[src/hw/rtl/whp_pkg.sv]
// Shared types, codes and the sample type decode for the WAV header parser.
package whp_pkg;

    localparam logic [31:0] TAG_RIFF = 32'h4646_4952;
    localparam logic [31:0] TAG_WAVE = 32'h4556_4157;
    localparam logic [31:0] TAG_FMT  = 32'h2074_6D66;
    localparam logic [31:0] TAG_DATA = 32'h6174_6164;

    localparam logic [31:0] FMT_BODY_BYTES = 32'd16;

    // result status codes
    localparam logic [2:0] ST_OK        = 3'd0;
    localparam logic [2:0] ST_BAD_RIFF  = 3'd1;
    localparam logic [2:0] ST_BAD_WAVE  = 3'd2;
    localparam logic [2:0] ST_BAD_FMT   = 3'd3;
    localparam logic [2:0] ST_FMT_SMALL = 3'd4;
    localparam logic [2:0] ST_NO_DATA   = 3'd5;

    // format codes
    localparam logic [15:0] FC_PCM     = 16'd1;
    localparam logic [15:0] FC_MSADPCM = 16'd2;
    localparam logic [15:0] FC_FLOAT   = 16'd3;
    localparam logic [15:0] FC_ALAW    = 16'd6;
    localparam logic [15:0] FC_MULAW   = 16'd7;
    localparam logic [15:0] FC_DVIADPCM = 16'd17;

    // decoded sample types
    localparam logic [3:0] SMP_INVALID  = 4'd0;
    localparam logic [3:0] SMP_UPCM     = 4'd1;
    localparam logic [3:0] SMP_SPCM     = 4'd2;
    localparam logic [3:0] SMP_MSADPCM  = 4'd3;
    localparam logic [3:0] SMP_FLOAT    = 4'd4;
    localparam logic [3:0] SMP_DOUBLE   = 4'd5;
    localparam logic [3:0] SMP_ALAW     = 4'd6;
    localparam logic [3:0] SMP_MULAW    = 4'd7;
    localparam logic [3:0] SMP_DVIADPCM = 4'd8;

    localparam logic [3:0] FBODY_DEPTH_IDX = 4'd15;

    typedef enum logic [3:0] {
        PH_RIFF,
        PH_RSIZE,
        PH_WAVE,
        PH_FMT,
        PH_FSIZE,
        PH_FBODY,
        PH_FEXTRA,
        PH_CTAG,
        PH_CSIZE,
        PH_CSKIP,
        PH_DONE
    } t_phase;

    typedef struct packed {
        logic [7:0] data_byte;
        logic       end_of_stream;
    } t_in;

    typedef struct packed {
        logic [2:0]  status;
        logic [31:0] sample_hz;
        logic [15:0] channels;
        logic [15:0] sample_bits;
        logic [3:0]  sample_type;
        logic [31:0] bytes_per_second;
        logic [31:0] payload_size;
        logic [31:0] duration_seconds;
    } t_out;

    // controller -> datapath, all qualified by an accepted word
    typedef struct packed {
        logic       take;
        logic       count_word;
        logic       load_fsize;
        logic       fbody_step;
        logic       skip_dec;
        logic       load_tag;
        logic       load_size;
        logic       restart;
        logic       emit_err;
        logic [2:0] err_code;
        logic       emit_ok;
    } t_cmd;

    // datapath -> controller
    typedef struct packed {
        logic word_last;
        logic tag_riff;
        logic tag_wave;
        logic tag_fmt;
        logic fsize_small;
        logic fbody_last;
        logic fsize_exact;
        logic skip_one;
        logic size_zero;
        logic cskip_last;
        logic chunk_is_data;
        logic div_busy;
        logic out_blocked;
    } t_stat;

    function automatic logic [3:0] decode_type(input logic [15:0] code,
                                               input logic [15:0] depth);
        logic [3:0] t;
        t = SMP_INVALID;
        case (code)
            FC_PCM:      t = (depth == 16'd8) ? SMP_UPCM : SMP_SPCM;
            FC_MSADPCM:  t = SMP_MSADPCM;
            FC_FLOAT:    t = (depth == 16'd64) ? SMP_DOUBLE : SMP_FLOAT;
            FC_ALAW:     t = SMP_ALAW;
            FC_MULAW:    t = SMP_MULAW;
            FC_DVIADPCM: t = SMP_DVIADPCM;
            default:     t = SMP_INVALID;
        endcase
        return t;
    endfunction

endpackage

[src/hw/rtl/whp_div.sv]
// Restoring divider, one quotient bit per cycle, for the duration result.
module whp_div (
    input  logic        i_clk,
    input  logic        i_rst_n,
    input  logic        i_start,
    input  logic [31:0] i_dividend,
    input  logic [31:0] i_divisor,
    output logic        o_busy,
    output logic        o_done,
    output logic [31:0] o_quotient
);
    import whp_pkg::*;

    logic        r_busy;
    logic        r_done;
    logic [4:0]  r_cnt;
    logic [31:0] r_quo;
    logic [31:0] r_rem;
    logic [31:0] r_div;
    logic [32:0] s_trial;
    logic [32:0] s_diff;
    logic        s_ge;

    // a zero divisor always compares as fitting, so the quotient comes out all ones
    assign s_trial = {r_rem, r_quo[31]};
    assign s_ge    = (s_trial >= {1'b0, r_div});
    assign s_diff  = s_trial - {1'b0, r_div};

    always_ff @(posedge i_clk) begin
        if (!i_rst_n) begin
            r_busy <= 1'b0;
            r_done <= 1'b0;
            r_cnt  <= '0;
        end else begin
            r_done <= 1'b0;
            if (i_start) begin
                r_busy <= 1'b1;
                r_cnt  <= '0;
            end else if (r_busy) begin
                r_cnt <= r_cnt + 5'd1;
                if (r_cnt == 5'd31) begin
                    r_busy <= 1'b0;
                    r_done <= 1'b1;
                end
            end
        end
    end

    always_ff @(posedge i_clk) begin
        if (i_start) begin
            r_quo <= i_dividend;
            r_rem <= '0;
            r_div <= i_divisor;
        end else if (r_busy) begin
            r_rem <= s_ge ? s_diff[31:0] : s_trial[31:0];
            r_quo <= {r_quo[30:0], s_ge};
        end
    end

    assign o_busy     = r_busy | r_done;
    assign o_done     = r_done;
    assign o_quotient = r_quo;

endmodule

[src/hw/rtl/whp_dpath.sv]
// Datapath: byte shifter, counters, captured format fields and result register.
module whp_dpath (
    input  logic           i_clk,
    input  logic           i_rst_n,
    input  logic [7:0]     i_data_byte,
    input  whp_pkg::t_cmd  i_cmd,
    output whp_pkg::t_stat o_stat,
    output logic           o_out_valid,
    output whp_pkg::t_out  o_out_data,
    input  logic           i_out_stall
);
    import whp_pkg::*;

    logic [31:0] r_shift;
    logic [31:0] n_shift;
    logic [1:0]  r_byte_cnt;
    logic [31:0] r_skip;
    logic        r_pad;
    logic [31:0] r_fsize;
    logic [15:0] r_fmt_code;
    logic [15:0] r_chan;
    logic [31:0] r_rate;
    logic [31:0] r_brate;
    logic [15:0] r_depth;
    logic        r_is_data;
    logic        r_out_valid;
    t_out        r_out;
    t_out        s_err_out;
    logic [3:0]  s_idx;
    logic        s_out_taken;
    logic        s_div_busy;
    logic        s_div_done;
    logic [31:0] s_quotient;

    // newest byte enters at the top
    assign n_shift     = {i_data_byte, r_shift[31:8]};
    assign s_idx       = r_skip[3:0];
    assign s_out_taken = r_out_valid & ~i_out_stall;

    always_comb begin
        s_err_out        = '0;
        s_err_out.status = i_cmd.err_code;
    end

    whp_div u_div (
        .i_clk      (i_clk),
        .i_rst_n    (i_rst_n),
        .i_start    (i_cmd.emit_ok),
        .i_dividend (n_shift),
        .i_divisor  (r_brate),
        .o_busy     (s_div_busy),
        .o_done     (s_div_done),
        .o_quotient (s_quotient)
    );

    always_ff @(posedge i_clk) begin
        if (!i_rst_n) begin
            r_byte_cnt  <= '0;
            r_pad       <= 1'b0;
            r_out_valid <= 1'b0;
        end else begin
            if (i_cmd.restart) begin
                r_byte_cnt <= '0;
                r_pad      <= 1'b0;
            end else begin
                if (i_cmd.count_word) begin
                    r_byte_cnt <= r_byte_cnt + 2'd1;
                end
                if (i_cmd.load_size) begin
                    r_pad <= n_shift[0];
                end else if (i_cmd.skip_dec && r_skip == 32'd0) begin
                    r_pad <= 1'b0;
                end
            end
            if (i_cmd.emit_err || s_div_done) begin
                r_out_valid <= 1'b1;
            end else if (s_out_taken) begin
                r_out_valid <= 1'b0;
            end
        end
    end

    always_ff @(posedge i_clk) begin
        if (i_cmd.take) begin
            r_shift <= n_shift;
        end
        if (i_cmd.load_fsize) begin
            r_fsize <= n_shift;
            r_skip  <= '0;
        end
        if (i_cmd.fbody_step) begin
            if (s_idx == FBODY_DEPTH_IDX) begin
                r_skip <= r_fsize - FMT_BODY_BYTES;
            end else begin
                r_skip <= {28'd0, s_idx + 4'd1};
            end
            case (s_idx)
                4'd1:    r_fmt_code <= n_shift[31:16];
                4'd3:    r_chan     <= n_shift[31:16];
                4'd7:    r_rate     <= n_shift;
                4'd11:   r_brate    <= n_shift;
                4'd15:   r_depth    <= n_shift[31:16];
                default: ;
            endcase
        end
        if (i_cmd.skip_dec && r_skip != 32'd0) begin
            r_skip <= r_skip - 32'd1;
        end
        if (i_cmd.load_size) begin
            r_skip <= n_shift;
        end
        if (i_cmd.load_tag) begin
            r_is_data <= (n_shift == TAG_DATA);
        end
        if (i_cmd.emit_err) begin
            r_out <= s_err_out;
        end else if (i_cmd.emit_ok) begin
            r_out.status           <= ST_OK;
            r_out.sample_hz        <= r_rate;
            r_out.channels         <= r_chan;
            r_out.sample_bits      <= r_depth;
            r_out.sample_type      <= decode_type(r_fmt_code, r_depth);
            r_out.bytes_per_second <= r_brate;
            r_out.payload_size     <= n_shift;
        end
        if (s_div_done) begin
            r_out.duration_seconds <= s_quotient;
        end
    end

    always_comb begin
        o_stat.word_last     = (r_byte_cnt == 2'd3);
        o_stat.tag_riff      = (n_shift == TAG_RIFF);
        o_stat.tag_wave      = (n_shift == TAG_WAVE);
        o_stat.tag_fmt       = (n_shift == TAG_FMT);
        o_stat.fsize_small   = (n_shift[31:4] == 28'd0);
        o_stat.fbody_last    = (s_idx == FBODY_DEPTH_IDX);
        o_stat.fsize_exact   = (r_fsize == FMT_BODY_BYTES);
        o_stat.skip_one      = (r_skip == 32'd1);
        o_stat.size_zero     = (n_shift == 32'd0);
        // finish after the last body byte, or after the pad byte of an odd chunk
        o_stat.cskip_last    = ((r_skip == 32'd1) && !r_pad) || (r_skip == 32'd0);
        o_stat.chunk_is_data = r_is_data;
        o_stat.div_busy      = s_div_busy;
        o_stat.out_blocked   = r_out_valid & i_out_stall;
    end

    assign o_out_valid = r_out_valid;
    assign o_out_data  = r_out;

endmodule

[src/hw/rtl/whp_ctrl.sv]
// Controller: parse phase state machine and input handshake.
module whp_ctrl (
    input  logic           i_clk,
    input  logic           i_rst_n,
    input  logic           i_in_valid,
    input  logic           i_eos,
    input  whp_pkg::t_stat i_stat,
    output logic           o_in_stall,
    output whp_pkg::t_cmd  o_cmd
);
    import whp_pkg::*;

    t_phase r_phase;
    t_phase n_phase;
    t_cmd   s_cmd;
    logic   s_accept;

    always_ff @(posedge i_clk) begin
        if (!i_rst_n) begin
            r_phase <= PH_RIFF;
        end else if (s_accept) begin
            r_phase <= n_phase;
        end
    end

    always_comb begin
        n_phase        = r_phase;
        s_cmd          = '0;
        s_cmd.take     = 1'b1;
        s_cmd.err_code = ST_OK;
        unique case (r_phase)
            PH_RIFF: begin
                s_cmd.count_word = 1'b1;
                if (i_stat.word_last) begin
                    if (i_stat.tag_riff) begin
                        n_phase = PH_RSIZE;
                    end else begin
                        s_cmd.emit_err = 1'b1;
                        s_cmd.err_code = ST_BAD_RIFF;
                        n_phase        = PH_DONE;
                    end
                end
            end
            PH_RSIZE: begin
                s_cmd.count_word = 1'b1;
                if (i_stat.word_last) begin
                    n_phase = PH_WAVE;
                end
            end
            PH_WAVE: begin
                s_cmd.count_word = 1'b1;
                if (i_stat.word_last) begin
                    if (i_stat.tag_wave) begin
                        n_phase = PH_FMT;
                    end else begin
                        s_cmd.emit_err = 1'b1;
                        s_cmd.err_code = ST_BAD_WAVE;
                        n_phase        = PH_DONE;
                    end
                end
            end
            PH_FMT: begin
                s_cmd.count_word = 1'b1;
                if (i_stat.word_last) begin
                    if (i_stat.tag_fmt) begin
                        n_phase = PH_FSIZE;
                    end else begin
                        s_cmd.emit_err = 1'b1;
                        s_cmd.err_code = ST_BAD_FMT;
                        n_phase        = PH_DONE;
                    end
                end
            end
            PH_FSIZE: begin
                s_cmd.count_word = 1'b1;
                if (i_stat.word_last) begin
                    if (i_stat.fsize_small) begin
                        s_cmd.emit_err = 1'b1;
                        s_cmd.err_code = ST_FMT_SMALL;
                        n_phase        = PH_DONE;
                    end else begin
                        s_cmd.load_fsize = 1'b1;
                        n_phase          = PH_FBODY;
                    end
                end
            end
            PH_FBODY: begin
                s_cmd.fbody_step = 1'b1;
                if (i_stat.fbody_last) begin
                    n_phase = i_stat.fsize_exact ? PH_CTAG : PH_FEXTRA;
                end
            end
            PH_FEXTRA: begin
                s_cmd.skip_dec = 1'b1;
                if (i_stat.skip_one) begin
                    n_phase = PH_CTAG;
                end
            end
            PH_CTAG: begin
                s_cmd.count_word = 1'b1;
                if (i_stat.word_last) begin
                    s_cmd.load_tag = 1'b1;
                    n_phase        = PH_CSIZE;
                end
            end
            PH_CSIZE: begin
                s_cmd.count_word = 1'b1;
                if (i_stat.word_last) begin
                    if (i_stat.chunk_is_data) begin
                        s_cmd.emit_ok = 1'b1;
                        n_phase       = PH_DONE;
                    end else begin
                        s_cmd.load_size = 1'b1;
                        n_phase = i_stat.size_zero ? PH_CTAG : PH_CSKIP;
                    end
                end
            end
            PH_CSKIP: begin
                s_cmd.skip_dec = 1'b1;
                if (i_stat.cskip_last) begin
                    n_phase = PH_CTAG;
                end
            end
            PH_DONE: begin
            end
            default: begin
                n_phase = PH_RIFF;
            end
        endcase

        // end of stream: report where the file stopped unless a result went out
        if (i_eos) begin
            if (!s_cmd.emit_err && !s_cmd.emit_ok && n_phase != PH_DONE) begin
                s_cmd.emit_err = 1'b1;
                if (n_phase == PH_RIFF) begin
                    s_cmd.err_code = ST_BAD_RIFF;
                end else if (n_phase == PH_RSIZE || n_phase == PH_WAVE) begin
                    s_cmd.err_code = ST_BAD_WAVE;
                end else if (n_phase == PH_FMT) begin
                    s_cmd.err_code = ST_BAD_FMT;
                end else begin
                    s_cmd.err_code = ST_NO_DATA;
                end
            end
            s_cmd.restart = 1'b1;
            n_phase       = PH_RIFF;
        end
    end

    // hold the word while dividing, or when any result meets a full output
    assign o_in_stall = i_stat.div_busy |
                        (i_stat.out_blocked & (s_cmd.emit_err | s_cmd.emit_ok));
    assign s_accept   = i_in_valid & ~o_in_stall;
    assign o_cmd      = s_accept ? s_cmd : '0;

endmodule

[src/hw/rtl/wav_header_parser_unit.sv]
// WAV header parser top level: one file byte per word, one result per file.
// Takes one byte per cycle unless stalled; an error result shows the cycle after
// its deciding byte. A good result runs a 32-step restoring divider: input stalls
// from the data chunk size byte until the divider is done and the result is ready.
// A byte that decides a result also stalls while the previous result is still held.
// Synchronous active-low reset clears phase, counters and output valid; eos restarts.
module wav_header_parser_unit (
    input  logic          i_clk,
    input  logic          i_rst_n,
    input  logic          i_in_valid,
    input  whp_pkg::t_in  i_in_data,
    output logic          o_in_stall,
    output logic          o_out_valid,
    output whp_pkg::t_out o_out_data,
    input  logic          i_out_stall
);
    import whp_pkg::*;

    t_cmd  s_cmd;
    t_stat s_stat;

    whp_ctrl u_ctrl (
        .i_clk      (i_clk),
        .i_rst_n    (i_rst_n),
        .i_in_valid (i_in_valid),
        .i_eos      (i_in_data.end_of_stream),
        .i_stat     (s_stat),
        .o_in_stall (o_in_stall),
        .o_cmd      (s_cmd)
    );

    whp_dpath u_dpath (
        .i_clk       (i_clk),
        .i_rst_n     (i_rst_n),
        .i_data_byte (i_in_data.data_byte),
        .i_cmd       (s_cmd),
        .o_stat      (s_stat),
        .o_out_valid (o_out_valid),
        .o_out_data  (o_out_data),
        .i_out_stall (i_out_stall)
    );

endmodule
[config.mk]
export PLATFORM = sky130hd
export DESIGN_NAME = wav_header_parser_unit
export DESIGN_NICKNAME = d
export VERILOG_FILES = /design/src/hw/rtl/whp_pkg.sv /design/src/hw/rtl/whp_div.sv /design/src/hw/rtl/whp_dpath.sv /design/src/hw/rtl/whp_ctrl.sv /design/src/hw/rtl/wav_header_parser_unit.sv
export SDC_FILE = /design/constraint.sdc
export NUM_CORES = 1
export LEC_CHECK = 0
export ABC_AREA = 1
export BUFFER_PORTS_ARGS = -buffer_cell sky130_fd_sc_hd__buf_2
export CAP_MARGIN = 15
export CORE_UTILIZATION = 30
export CTS_CLUSTER_SIZE = 12
export DETAILED_ROUTE_END_ITERATION = 7
export GPL_ROUTABILITY_DRIVEN = 1
export GPL_TIMING_DRIVEN = 1
export PLACE_DENSITY = 0.44
export SYNTH_ARGS = -nofsm -noshare
export SYNTH_HDL_FRONTEND = slang
export SYNTH_SLANG_ARGS = --single-unit
[constraint.sdc]
create_clock -name i_clk -period 12.8 [get_ports i_clk]
set_clock_uncertainty 0.2 [all_clocks]
set_input_delay 1.28 -clock i_clk [delete_from_list [all_inputs] [get_ports i_clk]]
set_output_delay 1.28 -clock i_clk [all_outputs]
set_load 0.02 [all_outputs]
Word level (Yosys, flattened, before mapping)
Index checks and enable logic that the tools add are counted.

Div/mod/pow operators: 0. Bitwise logic cells: 11. $add $sub $neg: 6. Shifts and indexed selects: 0. Eq/ne operators: 35. Reductions and logical operators: 33. Multiply operators: 0. Mux-type cells: 71. Order comparisons: 1.

Operators by type and width (count): 32-bit 2-to-1 mux (10); 135-bit 2-to-1 mux (2); 4-bit 2-to-1 mux (26); 32-bit by 31-bit equality test with 1-bit output, second input constant (3); 32-bit logical NOT (2); 4-bit one-hot mux with 11 select lines (1); 33-bit by 32-bit >= comparator with 1-bit output (1); 16-bit by 2-bit equality test with 1-bit output, second input constant (2); 16-bit by 3-bit equality test with 1-bit output, second input constant (2); 32-bit by 1-bit equality test with 1-bit output, second input constant (1); 32-bit by 30-bit equality test with 1-bit output, second input constant (1); 32-bit by 5-bit equality test with 1-bit output, second input constant (1); 32-bit nonzero test (1); 32-bit by 1-bit subtractor with 32-bit output, second input constant (1); 32-bit subtractor (1); 32-bit by 5-bit subtractor with 32-bit output, second input constant (1); 28-bit logical NOT (1); 1-bit 2-to-1 mux (24); 4-bit one-hot mux with 6 select lines (1); 4-bit by 2-bit equality test with 1-bit output, second input constant (5); 4-bit by 3-bit equality test with 1-bit output, second input constant (5); 4-bit equality test, second input constant (5); 16-bit by 1-bit equality test with 1-bit output, second input constant (1); 16-bit by 4-bit equality test with 1-bit output, second input constant (1); 27 further kinds (58).

Memories: 0. Bits in latches: 0. Memory bits (read-only): 0. Register bits: 487. Bits of input ports: 13. Memory bits (writable): 0. Output and inout bits: 169. Word-level logic and storage cells: 184.

Longest topological paths before layout
Word-level depth: 21. Mapped depth: 23. Mapped depth without buffers: 22.

By module
A second synthesis with hierarchy kept.

Cell total of the unflattened synthesis: 2736. Area total of the unflattened synthesis: 22933.2 sq um.

By module, submodules not included: whp_dpath (cells an instance 1577, sequential area each 9809.4 sq um, instances 1, area an instance 15229.6 sq um); whp_div (cells an instance 993, sequential area each 2702.6 sq um, instances 1, area an instance 6896.6 sq um); whp_ctrl (cells an instance 166, sequential area each 80.1 sq um, instances 1, area an instance 807.0 sq um).

Worst setup path after synthesis
OpenSTA, ideal clock, no wires.

Kind: input to register. Start point: input port i_in_data[3] (netlist name). End point: register u_dpath.r_brate[0] (enable). Data required time: 12.139 ns. Path buffers: 0. Arrival time: 4.932 ns. Setup time: 0.461 ns. Setup slack: 7.207 ns. Cell stages on the path: 17. Path through: nor2_1 > nand2_1 > nor2_1 > nand2_1 > nor2_1 > nand3_1 > nand2_1 > inv_1 > nand3_1 > nand2_2 > nand2_4 > nand2_4 > nand2_2 > nand3_4 > nor2_2 > inv_1 > nor3_1.

Longest elaborated chain between the ends: 16. Elaborated cells on any way between the ends: 39. Classes of those cells: 4 x eq/ne; 24 x mux; 5 x bitwise; 6 x reduce/logical.

Ends and longest elaborated chain: start: declaration (RTL line wav_header_parser_unit.sv:11) `input whp_pkg::t_in i_in_data,`; 32-bit logical NOT (tied with other cells) (RTL line whp_dpath.sv:140) `o_stat.size_zero = (n_shift == 32'd0);`; 4-bit 2-to-1 mux, on equally long branches (2 in a row); 4-bit 2-to-1 mux or 4-bit one-hot mux with 4 select lines (tied branches) (RTL line whp_ctrl.sv:108, whp_ctrl.sv:31); 4-bit one-hot mux with 11 select lines or 1-bit logical NOT (tied branches) (RTL line whp_ctrl.sv:31, whp_ctrl.sv:133); 4-bit != test or 1-bit logical AND (tied branches) (RTL line whp_ctrl.sv:133) `if (!s_cmd.emit_err && !s_cmd.emit_ok && n_phase != PH_DONE) begin`; 1-bit logical AND (RTL line whp_ctrl.sv:133); 4-bit 2-to-1 mux (RTL line whp_ctrl.sv:133); 5-bit 2-to-1 mux * (RTL line whp_ctrl.sv:132) `if (i_eos) begin`; 1-bit bitwise OR * (RTL line whp_ctrl.sv:152) `(i_stat.out_blocked & (s_cmd.emit_err | s_cmd.emit_ok));`; 1-bit AND * (RTL line whp_ctrl.sv:152); 1-bit bitwise OR * (RTL line whp_ctrl.sv:151) `assign o_in_stall = i_stat.div_busy |`; 1-bit NOT * (RTL line whp_ctrl.sv:153) `assign s_accept = i_in_valid & ~o_in_stall;`; 1-bit AND * (RTL line whp_ctrl.sv:153); 13-bit 2-to-1 mux * (RTL line whp_ctrl.sv:154) `assign o_cmd = s_accept ? s_cmd : '0;`; 2-bit AND reduction (no source line) *; end signal: assignment (RTL line whp_dpath.sv:101) `4'd11: r_brate <= n_shift;`; end: declaration (RTL line whp_dpath.sv:23) `logic [31:0] r_brate;`.

Every way passes the cells marked *; elsewhere a longest branch is shown, timed or not. A chain may end at the register's enable or synchronous reset.

Worst setup path after layout
Start point: input port i_in_data[8] (netlist name). End point: register u_dpath.u_div.r_quo[6] (netlist: u_dpath.u_div.o_quotient[6]), data pin.

Longest elaborated chain between the ends: 16. Elaborated cells on any way between the ends: 39. Classes of those cells: 4 x eq/ne; 25 x mux; 5 x bitwise; 5 x reduce/logical.

Ends and longest elaborated chain: 32-bit logical NOT (tied with other cells) (RTL line whp_dpath.sv:140); 4-bit 2-to-1 mux, on equally long branches (2 in a row); 4-bit 2-to-1 mux or 4-bit one-hot mux with 4 select lines (tied branches) (RTL line whp_ctrl.sv:108, whp_ctrl.sv:31); 4-bit one-hot mux with 11 select lines or 1-bit logical NOT (tied branches) (RTL line whp_ctrl.sv:31, whp_ctrl.sv:133); 4-bit != test or 1-bit logical AND (tied branches) (RTL line whp_ctrl.sv:133); 1-bit logical AND (RTL line whp_ctrl.sv:133); 4-bit 2-to-1 mux (RTL line whp_ctrl.sv:133); 5-bit 2-to-1 mux * (RTL line whp_ctrl.sv:132); 1-bit bitwise OR * (RTL line whp_ctrl.sv:152); 1-bit AND * (RTL line whp_ctrl.sv:152); 1-bit bitwise OR * (RTL line whp_ctrl.sv:151); 1-bit NOT * (RTL line whp_ctrl.sv:153); 1-bit AND * (RTL line whp_ctrl.sv:153); 13-bit 2-to-1 mux * (RTL line whp_ctrl.sv:154); 32-bit 2-to-1 mux * (RTL line whp_div.sv:50) `if (i_start) begin`; end signal: assignment (RTL line whp_div.sv:51) `r_quo <= i_dividend;`; end signal: assignment (RTL line whp_div.sv:56) `r_quo <= {r_quo[30:0], s_ge};`; end: declaration (RTL line whp_div.sv:17) `logic [31:0] r_quo;`.

Marked as above.

==> impl_metrics.ini <==
[global_route]
grt.met2_usage_pct = 32.3
antenna_found_initial = 2
grt_use_met1_pct = 24.6
grt_overflow = 0
grt_first_pass_wirelength_mm = 101
grt-busiest-layer = met2
grt_pass1_vias = 16200
met3_usage_pct = 2.37
grt_use_total_pct = 18.7
grt_max_degree = 83

[route]
firstDrtPassIters = 5
wl_mm = 67.9
vias = 16200
final_antenna_net_count = 0
viasPerCell = 4.70
drt_iter0_drc = 1128
wl_per_cell_um = 19.6
drc = 0

[final_layout]
final_area_mm2 = 0.0251
utilization_pct = 35.7
multi_input_comb_area_mm2 = 0.00749
drive_above_1_share_pct = 14.6
syn_to_final_growth_pct = 17.3
regArea_mm2 = 0.0126
fillers = 7208
final_nets = 2528

[synthesis]
synth_top_area_share_pct = 42.1
yosys.area.top_type = edfxtp_1
synth_cell_types = 54
synth_nets = 2339
ys_seq_elements = 479
ys_top_cells_by_area = edfxtp_1 42%, dfxtp_1 17%, nand2_1 12%, inv_1 4.3%, a21oi_1 3.8%
syn_inst = 2284
synth_most_common_cell = nand2_1
ys_seq_area_share_pct = 58.9
synth_area_mm2 = 0.0214
ys_warn_count = 0
syn_avg_cell_area_um2 = 9.37
netlist_top_cells_count = 659 x nand2_1, 300 x edfxtp_1, 246 x inv_1
synth_edf_count = 300
ys.flop_type = edfxtp_1
synth_async_sr_flop_share_pct = 0

[timing]
period_minus_slack_ns = 5.58
fin_crit_sh_pct = 43.6
rsz0062_at_grt = false
setup_tns_ns = 0
relSlewSlack_pct = 24.2
clock.fmax_ghz = 0.179
maxSlewViolCount = 0
worstMarginPinSlew_ns = 1.13
hold_viol = 0
setup_viol = 0
fin_worst_hold_slack_ns = 0.258

[critical_path]
worst_ep_required_time_ns = 13.08
worstPathArrival_ns = 5.86
cpLargestDelayFamily = buffers and inverters
critical_path.cell_chain = buf_2 -> inv_1 -> nand2_1 -> nor2_1 -> nand2_1 -> nor2_1 -> nand2_1 -> nand3_1 -> nand2_1 -> nor2_1 -> nand3_1 -> nand2_2 -> nand2_4 -> nand2_4 -> a21boi_2 -> nand3_4 -> inv_4 -> buf_4 -> nand2_1 -> nand2_1
setup.worst_path.class = in -> reg
slowest_stage = inv_4
slowest_delay_ns = 0.92
start_kind = primary input
critPathCaptureType = flip-flop
worstPathBufferInverterCount = 4
worst_path_most_repeated_cell = nand2_1
crit_fanout = 82

[die]
die-area_mm2 = 0.0724
core_mm2 = 0.0703
io_pins = 182
fp.dieH_um = 269
die_w_um = 269
initial_core_util_pct = 30.4
num_rows = 97

[clock_tree]
clock_sinks = 479
cts_root_buffer = clkbuf_16
postCtsSetupRepairBufs = 0
cts_repair_resize_count = 0
tritoncts = done
clk_path_buf_depth = 3
cts_max_level = 2
cts_buffers = 55
clk_latency_ns = 0.62
hold_buffers = 0
clk_pin_slew_worst_paths_ns = 0.06

[placement]
placed_cell_area_mm2 = 0.0233
place.gp.congestion = 0.863
hpwl_mm = 47.8
port_buffers = 181

[pwr]
vdd.ir_drop.worst_uv = 95.2
cellPowerDensity_mw_per_mm2 = 139
power.leakage_nw = 10.5

[min_path]
hp-class = reg -> reg

[flow_run]
drv_cap = 0

[outcome]
status = finished clean
==> worst paths after layout <==
kind,from,end,slack (ns),cells after the start
max,i_in_data[8],u_dpath.u_div.o_quotient[6],7.22,20
min,u_dpath.r_brate[5],u_dpath.u_div.r_div[5],0.26,0
max reg2reg,u_dpath.r_shift[30],u_dpath.u_div.o_quotient[6],7.23,17
min reg2reg,u_dpath.r_brate[5],u_dpath.u_div.r_div[5],0.26,0
==> per-stage QoR <==
step	setup WS, ns	std cells	total power [mW]
detailed placement	6.51	3356	1.94
floorplan	7.21	2284	1.86
global route	6.75	3458	3.61
CTS	7.13	3458	3.53
finish	7.22	3459	3.49
global placement	6.64	3356	1.94
==> cell usage in the layout, fill, tap and decap left out, types with 8 or more instances in the layout <==
| master | Yosys | final |
|---|---|---|
| o211ai_1 | 21 | 21 |
| o21a_1 | 12 | 12 |
| nor2_2 | 8 | 8 |
| dfxtp_1 | 179 | 179 |
| xnor2_1 | 40 | 40 |
| o21ai_0 | 56 | 56 |
| nor2_1 | 197 | 196 |
| nand3_1 | 72 | 72 |
| buf_4 | 10 | 21 |
| nand4_1 | 24 | 24 |
| xor2_1 | 41 | 41 |
| clkbuf_16 | 0 | 56 |
| nor4_1 | 16 | 16 |
| a21oi_2 | 40 | 40 |
| nand2_1 | 659 | 659 |
| buf_2 | 29 | 181 |
| clkinv_2 | 0 | 13 |
| ha_1 | 41 | 41 |
| a21oi_1 | 164 | 164 |
| edfxtp_1 | 300 | 300 |
| inv_1 | 246 | 246 |
| nor3_1 | 28 | 25 |
| clkbuf_1 | 21 | 9 |
==> kinds of logic after synthesis <==
family | Yosys count | share of synthesized area [%]
AND/OR/NAND/NOR | 1029 | 19.8
flip-flops | 479 | 58.9
AO/OA/AOI/OAI | 331 | 9.30
buffers and inverters | 322 | 6.28
XOR/XNOR | 81 | 3.32
adder cells (fa/ha/maj) | 42 | 2.49
==> per-layer routing <==
metal,routed length (um),vias to the layer above
met5,0,-
met4,1390,0
met3,2690,81
met2,33600,318
met1,30200,7907
li1,-,7940
==> where the power goes <==
| group | internal, mW | switching [mW] | leakage (nW) |
|---|---|---|---|
| Sequential | 1.66 | 0.0360 | 4.24 |
| Clock | 0.923 | 0.661 | 0.889 |
| Combinational | 0.0655 | 0.148 | 5.40 |
| Total | 2.65 | 0.845 | 10.5 |
==> registers in the layout, summed over array words and instances, names as in the netlist, 24 cells and up <==
name	cells
u_dpath.r_rate	32
u_dpath.r_shift	24
u_dpath.u_div.r_rem	32
u_dpath.r_fsize	32
u_dpath.r_skip	32
u_dpath.u_div.r_div	32
u_dpath.r_brate	32
u_dpath.u_div.o_quotient	32
u_dpath.o_out_data	167
==> final cells by class <==
class	count	area share [%]
Clock buffer	72	6.10
Timing Repair Buffer	202	4.24
Antenna cell	1	0.00997
Sequential cell	479	50.2
Tap cell	940	4.69
Multi-Input combinational cell	1483	29.9
Clock inverter	30	1.12
Inverter	252	3.79
(Power assumes the default switching activity.)
